[src/rtl/core/assert_macros.svh]
// Assertion helper macros shared by the RTL core.
// No dependencies; included by modules that carry concurrent checks.
`ifndef ASSERT_MACROS_SVH
`define ASSERT_MACROS_SVH

// Implication check sampled on the rising clock edge, off while in reset
`define DRS_ASSERT(name, clk, rst, prop) \
   name: assert property (@(posedge clk) disable iff (rst) (prop)) \
      else $error("drs check failed");

// Check that a condition never holds while out of reset
`define DRS_NEVER(name, clk, rst, cond) \
   name: assert property (@(posedge clk) disable iff (rst) !(cond)) \
      else $error("drs forbidden condition");

`endif

[src/rtl/core/drs_pkg.sv]
// Package for the dome reply stream decoder: codes, constants and the
// beat structures passed between the core and the top level. No dependencies.
package drs_pkg;

   // Record and number geometry
   localparam int RECORD_FIELDS = 23;
   localparam int NUMBER_CHARS  = 4;
   localparam int FIELD_W       = 5;
   localparam int CHARS_W       = 3;

   // Record fields that are kept (zero-based index)
   localparam int KEEP_TICK    = 1;
   localparam int KEEP_AZIMUTH = 4;
   localparam int KEEP_SHUTTER = 6;

   // Saturation limits
   localparam logic [15:0] NUM_MAX  = 16'd9999;
   localparam logic [15:0] MAG_MAX  = 16'd32768;
   localparam logic [15:0] POS_MAX  = 16'd32767;

   // Item opcodes
   localparam logic OP_COMMAND = 1'b0;
   localparam logic OP_BYTE    = 1'b1;

   // ASCII characters of the reply protocol
   localparam logic [7:0] CH_S     = 8'h53;
   localparam logic [7:0] CH_T     = 8'h54;
   localparam logic [7:0] CH_O     = 8'h4F;
   localparam logic [7:0] CH_C     = 8'h43;
   localparam logic [7:0] CH_P     = 8'h50;
   localparam logic [7:0] CH_Z     = 8'h5A;
   localparam logic [7:0] CH_V     = 8'h56;
   localparam logic [7:0] CH_CR    = 8'h0D;
   localparam logic [7:0] CH_COMMA = 8'h2C;
   localparam logic [7:0] CH_PLUS  = 8'h2B;
   localparam logic [7:0] CH_MINUS = 8'h2D;
   localparam logic [7:0] CH_ZERO  = 8'h30;
   localparam logic [7:0] CH_NINE  = 8'h39;

   typedef enum logic [2:0] {
      CMD_IDLE,
      CMD_CLOSING,
      CMD_OPENING,
      CMD_MOVING,
      CMD_HOMING
   } drs_cmd_type;

   typedef enum logic [1:0] {
      CAP_NONE,
      CAP_POS,
      CAP_Z,
      CAP_REC
   } drs_capture_type;

   typedef enum logic [2:0] {
      KIND_PROGRESS,
      KIND_POSITION,
      KIND_SHUTTER,
      KIND_INFO,
      KIND_ERROR,
      KIND_MALFORMED
   } drs_kind_type;

   typedef struct packed {
      logic       opcode;
      logic [7:0] rx_byte;
      logic [2:0] new_command;
   } drs_item_type;

   typedef struct packed {
      drs_kind_type       kind;
      logic [13:0]        number;
      logic signed [15:0] shutter_state;
      logic signed [15:0] tick_total;
      logic signed [15:0] azimuth_ticks;
      logic               command_done;
      drs_cmd_type        command_now;
   } drs_result_type;

endpackage

[src/rtl/core/dome_reply_stream_decoder.sv]
// Decodes a stream of dome-controller command starts and reply bytes into
// result beats. One beat is accepted per clock unless the pipe is stalled: each
// beat is held in an input register, is decoded in a single pass of the core
// logic and any result lands in the output register, which drives rsp_tvalid;
// throughput is one beat per cycle while rsp_tready is high. Only the output
// register stalling holds the pipe.
// Depends on drs_pkg, drs_core and assert_macros.svh.
`include "assert_macros.svh"

module dome_reply_stream_decoder (
   input  logic        clock,
   input  logic        reset,
   input  logic        req_tvalid,
   output logic        req_tready,
   input  logic [15:0] req_tdata,  // [7:0] rx_byte, [10:8] new_command, rest zero
   input  logic        req_tuser,  // [0] opcode
   output logic        rsp_tvalid,
   input  logic        rsp_tready,
   output logic [71:0] rsp_tdata,  // [13:0] number, [29:14] shutter_state,
                                   // [45:30] tick_total, [61:46] azimuth_ticks,
                                   // [62] command_done, [65:63] command_now, rest zero
   output logic [2:0]  rsp_tuser   // [2:0] kind
);
   import drs_pkg::*;

   logic           in_valid_ff, in_valid_in;
   drs_item_type   in_item_ff;
   logic           out_valid_ff, out_valid_in;
   drs_result_type out_res_ff;
   logic           fire;
   logic           res_valid;
   drs_result_type res;

   // Decode stage runs when the output register can take its result
   assign fire        = in_valid_ff && (!out_valid_ff || rsp_tready);
   assign req_tready  = !in_valid_ff || fire;
   assign in_valid_in = (req_tvalid && req_tready) || (in_valid_ff && !fire);
   assign out_valid_in = fire ? res_valid : (out_valid_ff && !rsp_tready);

   drs_core u_core (
      .clock     (clock),
      .reset     (reset),
      .fire      (fire),
      .item      (in_item_ff),
      .res_valid (res_valid),
      .res       (res)
   );

   // Input register
   always_ff @(posedge clock) begin
      if (reset) begin
         in_valid_ff <= 1'b0;
      end else begin
         in_valid_ff <= in_valid_in;
      end
      if (req_tvalid && req_tready) begin
         in_item_ff.opcode      <= req_tuser;
         in_item_ff.rx_byte     <= req_tdata[7:0];
         in_item_ff.new_command <= req_tdata[10:8];
      end
   end

   // Output register
   always_ff @(posedge clock) begin
      if (reset) begin
         out_valid_ff <= 1'b0;
      end else begin
         out_valid_ff <= out_valid_in;
      end
      if (fire && res_valid) begin
         out_res_ff <= res;
      end
   end

   assign rsp_tvalid = out_valid_ff;
   assign rsp_tuser  = out_res_ff.kind;
   assign rsp_tdata  = {6'd0, out_res_ff.command_now, out_res_ff.command_done,
                        out_res_ff.azimuth_ticks, out_res_ff.tick_total,
                        out_res_ff.shutter_state, out_res_ff.number};

   // A held decode beat must block new input
   `DRS_ASSERT(a_stall_blocks_input, clock, reset,
      in_valid_ff && out_valid_ff && !rsp_tready |-> !req_tready)

endmodule

[src/rtl/core/drs_core.sv]
// Decoder core: command/capture state and the per-beat decode logic.
// Depends on drs_pkg and assert_macros.svh.
`include "assert_macros.svh"

module drs_core (
   input  logic                   clock,
   input  logic                   reset,
   input  logic                   fire,
   input  drs_pkg::drs_item_type  item,
   output logic                   res_valid,
   output drs_pkg::drs_result_type res
);
   import drs_pkg::*;

   drs_cmd_type     cmd_ff, cmd_in;
   drs_capture_type cap_ff, cap_in;
   logic [FIELD_W-1:0] field_ff, field_in;
   logic [CHARS_W-1:0] chars_ff, chars_in;
   logic [15:0] acc_ff, acc_in;
   logic        neg_ff, neg_in;
   logic        bad_ff, bad_in;
   logic [15:0] tick_ff, tick_in;
   logic [15:0] az_ff, az_in;
   logic [15:0] shut_ff, shut_in;

   // Shared arithmetic helpers
   logic        is_digit;
   logic [3:0]  digit_val;
   logic [19:0] acc_mul;
   logic [15:0] acc_num, acc_rec;
   logic [15:0] field_val;
   logic [15:0] tick_c, az_c, shut_c;
   logic        bad_c;
   logic [FIELD_W-1:0] field_inc;
   logic        rec_ok;

   assign is_digit  = (item.rx_byte >= CH_ZERO) && (item.rx_byte <= CH_NINE);
   assign digit_val = 4'(item.rx_byte - CH_ZERO);
   assign acc_mul   = ({4'd0, acc_ff} << 3) + ({4'd0, acc_ff} << 1) + {16'd0, digit_val};
   assign acc_num   = (acc_mul > {4'd0, NUM_MAX}) ? NUM_MAX : acc_mul[15:0];
   assign acc_rec   = (acc_mul > {4'd0, MAG_MAX}) ? MAG_MAX : acc_mul[15:0];

   // Field close: signed value, kept-field capture, empty-field check
   assign field_val = neg_ff ? (16'd0 - acc_ff) : ((acc_ff > POS_MAX) ? POS_MAX : acc_ff);
   assign tick_c = (chars_ff[1] && field_ff == FIELD_W'(KEEP_TICK)) ? field_val : tick_ff;
   assign az_c   = (chars_ff[1] && field_ff == FIELD_W'(KEEP_AZIMUTH)) ? field_val : az_ff;
   assign shut_c = (chars_ff[1] && field_ff == FIELD_W'(KEEP_SHUTTER)) ? field_val : shut_ff;
   assign bad_c  = bad_ff | ~chars_ff[1];
   assign field_inc = (field_ff != {FIELD_W{1'b1}}) ? field_ff + 1'b1 : field_ff;
   assign rec_ok = !bad_c && ({1'b0, field_ff} + 1'b1 == (FIELD_W+1)'(RECORD_FIELDS));

   // Next state and result for one beat
   always_comb begin
      cmd_in    = cmd_ff;
      cap_in    = cap_ff;
      field_in  = field_ff;
      chars_in  = chars_ff;
      acc_in    = acc_ff;
      neg_in    = neg_ff;
      bad_in    = bad_ff;
      tick_in   = tick_ff;
      az_in     = az_ff;
      shut_in   = shut_ff;
      res_valid = 1'b0;
      res       = '0;

      if (item.opcode == OP_COMMAND) begin
         cmd_in = (item.new_command <= CMD_HOMING) ? drs_cmd_type'(item.new_command) : CMD_IDLE;
         cap_in = CAP_NONE;
         field_in = '0; chars_in = '0; acc_in = '0; neg_in = 1'b0; bad_in = 1'b0;
         tick_in = '0; az_in = '0; shut_in = '0;
      end else begin
         unique case (cap_ff)
            CAP_POS, CAP_Z: begin
               if (item.rx_byte == CH_CR) begin
                  res_valid  = 1'b1;
                  res.kind   = (cap_ff == CAP_POS) ? KIND_POSITION : KIND_SHUTTER;
                  res.number = acc_ff[13:0];
                  cap_in = CAP_NONE;
                  field_in = '0; chars_in = '0; acc_in = '0; neg_in = 1'b0; bad_in = 1'b0;
                  tick_in = '0; az_in = '0; shut_in = '0;
               end else if (chars_ff < CHARS_W'(NUMBER_CHARS)) begin
                  chars_in = chars_ff + 1'b1;
                  if (!is_digit) begin
                     neg_in = 1'b1;
                  end else if (!neg_ff) begin
                     acc_in = acc_num;
                  end
               end
            end
            CAP_REC: begin
               if (is_digit) begin
                  acc_in = acc_rec;
                  chars_in = chars_ff | CHARS_W'(2);
               end else if (item.rx_byte == CH_MINUS || item.rx_byte == CH_PLUS) begin
                  if (chars_ff[2] || chars_ff[1]) bad_in = 1'b1;
                  chars_in = chars_ff | CHARS_W'(4);
                  neg_in = (item.rx_byte == CH_MINUS);
               end else if (item.rx_byte == CH_COMMA) begin
                  tick_in = tick_c; az_in = az_c; shut_in = shut_c;
                  acc_in = '0; neg_in = 1'b0;
                  chars_in = {{(CHARS_W-1){1'b0}}, chars_ff[0]};
                  field_in = field_inc;
                  bad_in = bad_c | ({1'b0, field_inc} >= (FIELD_W+1)'(RECORD_FIELDS));
               end else if (item.rx_byte == CH_CR) begin
                  res_valid = 1'b1;
                  res.command_done = chars_ff[0];
                  if (rec_ok) begin
                     res.kind          = KIND_INFO;
                     res.tick_total    = tick_c;
                     res.azimuth_ticks = az_c;
                     res.shutter_state = shut_c;
                  end else begin
                     res.kind = KIND_MALFORMED;
                  end
                  cap_in = CAP_NONE;
                  field_in = '0; chars_in = '0; acc_in = '0; neg_in = 1'b0; bad_in = 1'b0;
                  tick_in = '0; az_in = '0; shut_in = '0;
               end else begin
                  bad_in = 1'b1;
               end
            end
            CAP_NONE: begin
               if (cmd_ff == CMD_IDLE) begin
                  if (item.rx_byte == CH_V) begin
                     cap_in = CAP_REC;
                     field_in = '0; chars_in = '0; acc_in = '0; neg_in = 1'b0; bad_in = 1'b0;
                     tick_in = '0; az_in = '0; shut_in = '0;
                  end
               end else begin
                  case (item.rx_byte) inside
                     CH_S, CH_T: begin
                        res_valid = 1'b1;
                        res.kind  = KIND_PROGRESS;
                     end
                     CH_O: begin
                        res_valid = 1'b1;
                        if (cmd_ff == CMD_OPENING) begin
                           res.kind = KIND_PROGRESS;
                        end else begin
                           res.kind = KIND_ERROR;
                           cmd_in   = CMD_IDLE;
                        end
                     end
                     CH_C: begin
                        res_valid = 1'b1;
                        if (cmd_ff == CMD_CLOSING) begin
                           res.kind = KIND_PROGRESS;
                        end else begin
                           res.kind = KIND_ERROR;
                           cmd_in   = CMD_IDLE;
                        end
                     end
                     CH_P, CH_Z: begin
                        cap_in = (item.rx_byte == CH_P) ? CAP_POS : CAP_Z;
                        field_in = '0; chars_in = '0; acc_in = '0; neg_in = 1'b0; bad_in = 1'b0;
                        tick_in = '0; az_in = '0; shut_in = '0;
                     end
                     CH_V: begin
                        cmd_in = CMD_IDLE;
                        cap_in = CAP_REC;
                        field_in = '0; chars_in = CHARS_W'(1); acc_in = '0;
                        neg_in = 1'b0; bad_in = 1'b0;
                        tick_in = '0; az_in = '0; shut_in = '0;
                     end
                     default: begin
                        res_valid = 1'b1;
                        res.kind  = KIND_ERROR;
                        cmd_in    = CMD_IDLE;
                     end
                  endcase
               end
            end
            default: begin
               cap_in = CAP_NONE;
            end
         endcase
      end
      res.command_now = cmd_in;
   end

   // State registers advance only on a processed beat
   always_ff @(posedge clock) begin
      if (reset) begin
         cmd_ff   <= CMD_IDLE;
         cap_ff   <= CAP_NONE;
         field_ff <= '0;
         chars_ff <= '0;
         acc_ff   <= '0;
         neg_ff   <= 1'b0;
         bad_ff   <= 1'b0;
         tick_ff  <= '0;
         az_ff    <= '0;
         shut_ff  <= '0;
      end else if (fire) begin
         cmd_ff   <= cmd_in;
         cap_ff   <= cap_in;
         field_ff <= field_in;
         chars_ff <= chars_in;
         acc_ff   <= acc_in;
         neg_ff   <= neg_in;
         bad_ff   <= bad_in;
         tick_ff  <= tick_in;
         az_ff    <= az_in;
         shut_ff  <= shut_in;
      end
   end

   // A command start always drops any capture in progress
   `DRS_ASSERT(a_cmd_clears_capture, clock, reset,
      fire && item.opcode == OP_COMMAND |=> cap_ff == CAP_NONE)
   // An error always leaves the block idle
   `DRS_ASSERT(a_error_goes_idle, clock, reset,
      res_valid && res.kind == KIND_ERROR |-> res.command_now == CMD_IDLE)
   // command_done only accompanies record results
   `DRS_NEVER(a_done_only_on_record, clock, reset,
      res_valid && res.command_done && res.kind != KIND_INFO && res.kind != KIND_MALFORMED)

endmodule

[config.mk]
export PLATFORM = sky130hd
export DESIGN_NAME = dome_reply_stream_decoder
export DESIGN_NICKNAME = d
export VERILOG_FILES = /design/src/rtl/core/drs_pkg.sv /design/src/rtl/core/dome_reply_stream_decoder.sv /design/src/rtl/core/drs_core.sv
export VERILOG_INCLUDE_DIRS = /design/src /design/src/rtl/core
export SDC_FILE = /design/constraint.sdc
export NUM_CORES = 1
export LEC_CHECK = 0
export BUFFER_PORTS_ARGS = -buffer_cell sky130_fd_sc_hd__buf_2
export CAP_MARGIN = 20
export CORE_ASPECT_RATIO = 1.25
export CORE_MARGIN = 3
export CORE_UTILIZATION = 50
export CTS_CLUSTER_DIAMETER = 30
export DETAILED_ROUTE_END_ITERATION = 10
export GPL_ROUTABILITY_DRIVEN = 0
export GPL_TIMING_DRIVEN = 1
export PLACE_DENSITY = 0.73
export SLEW_MARGIN = 20
export SYNTH_ARGS = -nofsm -noshare
export SYNTH_HDL_FRONTEND = slang
export SYNTH_SLANG_ARGS = --single-unit
export TNS_END_PERCENT = 50
[constraint.sdc]
create_clock -name clock -period 4 [get_ports clock]
set_clock_uncertainty 0.2 [all_clocks]
set_input_delay 0.2 -clock clock [delete_from_list [all_inputs] [get_ports clock]]
set_output_delay 0.2 -clock clock [all_outputs]
set_load 0.03 [all_outputs]
==> impl_metrics.yaml <==
drt:
  via_per_inst: 6.00
  drt-total-wl_um: 25100
  num_vias: 8710
  drt_iter0_drc: 946
  drtAntennaViolNets: 0
  first_pass_iters: 5
  drc_errors: 0
  wire_per_inst_um: 17.3
clock_tree:
  cts.clk_slew.worst_paths_ns: 0.07
  cts_tree: "yes"
  numClockSinks: 162
  clock_latency_ns: 0.43
  h-tree-depth: 4
  cts_max_path_buffers: 2
  cts_buffers: 17
  root_buffer: "clkbuf_16"
cells_and_area:
  fill_cells: 1574
  insertedDiodeCount: 0
  final_cell_count_no_fill: 1451
  seq_area_mm2: 0.00406
  drive_above_1_share_pct: 18.0
  multi_input_area_mm2: 0.00535
  final_area_mm2: 0.0114
  final_net_count: 1271
  syn_to_final_growth_pct: 18.2
pwr:
  power_leakage_nw: 4.09
  peakVddDrop_mv: 0.230
  powerDensity_mw_per_mm2: 319
timing:
  slew_violations: 0
  hold_viol: 0
  layout_worst_path_cycle_share_pct: 98.8
  slew_headroom_pct: 34.6
  setup_slack_ns: 0.0466
  timing.fmax_mhz: 253
  period_needed_ns: 3.95
  timing_worst_slew_pin_value_ns: 0.981
  rsz0062_at_grt: "yes"
  setup_viol: 0
setup_path:
  worst-path-buf-inv: 3
  critical_path.endpoint_type: "flop"
  slowest_delay_ns: 0.42
  cp_top_family: "simple AND/OR/NAND/NOR gates"
  crit_chain: "buf_4, ha_1, ha_4, inv_1, fa_2, and2b_2, o2111ai_4, a211oi_4, nor2_2, mux2i_1, or3_4, buf_12, nor4_1, o31ai_1, a22o_1"
  crit_arrival_ns: 4.08
  crit_fanout: 19
  required_ns: 4.13
  critPathLaunchType: "flop"
  slowest_stage: "or3_4"
  crit_type: "flop to flop"
hold_path:
  min_path_type: "primary input to flop"
run:
  max_cap_viol_count: 0
global_routing:
  track_usage_pct: 23.7
  grt_pass1_vias: 8090
  grt_pass1_wl_um: 40500
  grt_max_degree: 55
  antenna_found_initial: 0
  globalRouteOverflowTotal: 0
die:
  initial_utilization_pct: 51.3
  pin_count: 98
  core_area_mm2: 0.0188
  die_height_um: 161
  dieArea_mm2: 0.0211
  die_w_um: 130
  rows: 56
synth:
  synthCells: 1096
  synthTopCellsByCount: "nand2_1, nor2_1, a21oi_1"
  yosysMostFrequentCell: "nand2_1"
  synth_top_area_share_pct: 25.2
  synth_warnings: 0
  syn_area_mm2: 0.00967
  synth_top_cells_by_area: "edfxtp_1, dfxtp_1, a21oi_1"
  synth-seq-area-share_pct: 41.9
  yosysUniqueCellTypes: 93
  async_flop_share_pct: 0
  ys_seq_elements: 162
  synth_edf_count: 81
  avgSynthCellArea_um2: 8.82
  ys.flop_type: "edfxtp_1"
  synth_area_leader_cell: "edfxtp_1"
status:
  outcome: "finished clean"
placed_design:
  dpl_cell_area_mm2: 0.0105
  dp_slack_ns: 0.00585
  hpwl_um: 17900
  dp_cells: 1395
  portBuffers: 86
placed cells by master, fill, tap and decap left out, types with 9 or more instances in the layout:
| master | Yosys | routed |
|---|---|---|
| a211oi_1 | 17 | 17 |
| a21o_1 | 12 | 12 |
| a21oi_1 | 117 | 117 |
| a22o_1 | 25 | 25 |
| and2_1 | 24 | 24 |
| and3_1 | 10 | 10 |
| buf_2 | 9 | 86 |
| buf_4 | 6 | 53 |
| clkbuf_16 | 0 | 17 |
| dfxtp_1 | 81 | 80 |
| dlygate4sd3_1 | 0 | 15 |
| edfxtp_1 | 81 | 81 |
| ha_1 | 42 | 39 |
| inv_1 | 26 | 24 |
| nand2_1 | 132 | 132 |
| nand3_1 | 24 | 24 |
| nor2_1 | 123 | 123 |
| nor2b_1 | 16 | 16 |
| nor3_1 | 29 | 29 |
| nor4_1 | 13 | 13 |
| o21ai_0 | 40 | 40 |
| o21ai_1 | 13 | 13 |
| o2bb2ai_1 | 14 | 14 |
| or3_1 | 12 | 9 |
| xnor2_1 | 17 | 16 |
| xor2_1 | 15 | 15 |
metrics by stage:
stage	hold WS, ns	setup TNS [ns]	power (mW)	utilization [%]
4_1_cts	0.205	0	3.65	59.5
3_3_place_gp	0.179	0	1.99	55.5
2_1_floorplan	0.0989	0	1.94	-
6_report	0.231	0	3.64	60.6
3_5_place_dp	0.178	0	1.99	55.5
5_1_grt	0.248	-0.862	3.75	60.6
final cells by class:
class / instances / share of cell area, %
Multi-Input combinational cell: 840 / 46.8
Sequential cell: 162 / 35.5
Timing Repair Buffer: 158 / 9.11
Clock buffer: 21 / 3.85
Tap cell: 232 / 2.54
Clock inverter: 11 / 1.37
Inverter: 27 / 0.887
sequential cells by signal, summed over array words and instances (netlist names):
| register | cells |
|---|---|
| in_item_ff | 12 |
| in_valid_ff | 1 |
| rsp_tdata | 66 |
| rsp_tuser | 3 |
| rsp_tvalid | 1 |
| u_core.acc_ff | 16 |
| u_core.az_ff | 16 |
| u_core.bad_ff | 1 |
| u_core.cap_ff | 2 |
| u_core.chars_ff | 3 |
| u_core.cmd_ff | 3 |
| u_core.field_ff | 5 |
| u_core.neg_ff | 1 |
| u_core.shut_ff | 16 |
| u_core.tick_ff | 16 |
power by group:
part	internal [mW]	leakage (nW)	total, mW	switching, mW
clock	0.990	0.284	1.67	0.681
combinational	0.0639	2.49	0.199	0.135
sequential	1.76	1.32	1.77	0.0153
per-layer routing:
metal  global-route usage [%]  vias to the layer above  wire, um
li1                         -                     4204         -
met1                     30.5                     4080     10400
met3                     3.94                       70      1530
met2                     39.5                      356     12300
met5                        0                        -         0
met4                     9.49                        0       886
cell families after synthesis:
logic type | after synthesis | share of synthesized area [%]
and+or+nand+nor | 446 | 22.8
AOI/OAI and AO/OA | 309 | 21.6
DFF | 162 | 41.9
buffers and inverters | 99 | 4.59
adders and majority gates | 44 | 5.85
xor gates and xnor gates | 32 | 2.90
muxes | 3 | 0.311
other | 1 | 0.0388
worst paths after layout:
path                                        from          endpoint  slack [ns]  cells after the start
worst max-delay path            u_core.acc_ff[0]  u_core.acc_ff[9]        0.05                     15
worst max register to register  u_core.acc_ff[0]  u_core.acc_ff[9]        0.05                     15
worst min-delay path                       reset  u_core.cmd_ff[2]        0.23                      2
worst min register to register   u_core.az_ff[3]   u_core.az_ff[3]        0.26                      1
timing repair:
action                                 4_1_cts  5_1_grt
endpoints found under the hold margin       14        0
buffers inserted                             1        8
resized for setup                            1       24
pin swaps                                    1       20
hold buffers                                15        0
setup endpoints to repair                    3       13
Note: power is estimated with default switching activity, not from simulation.
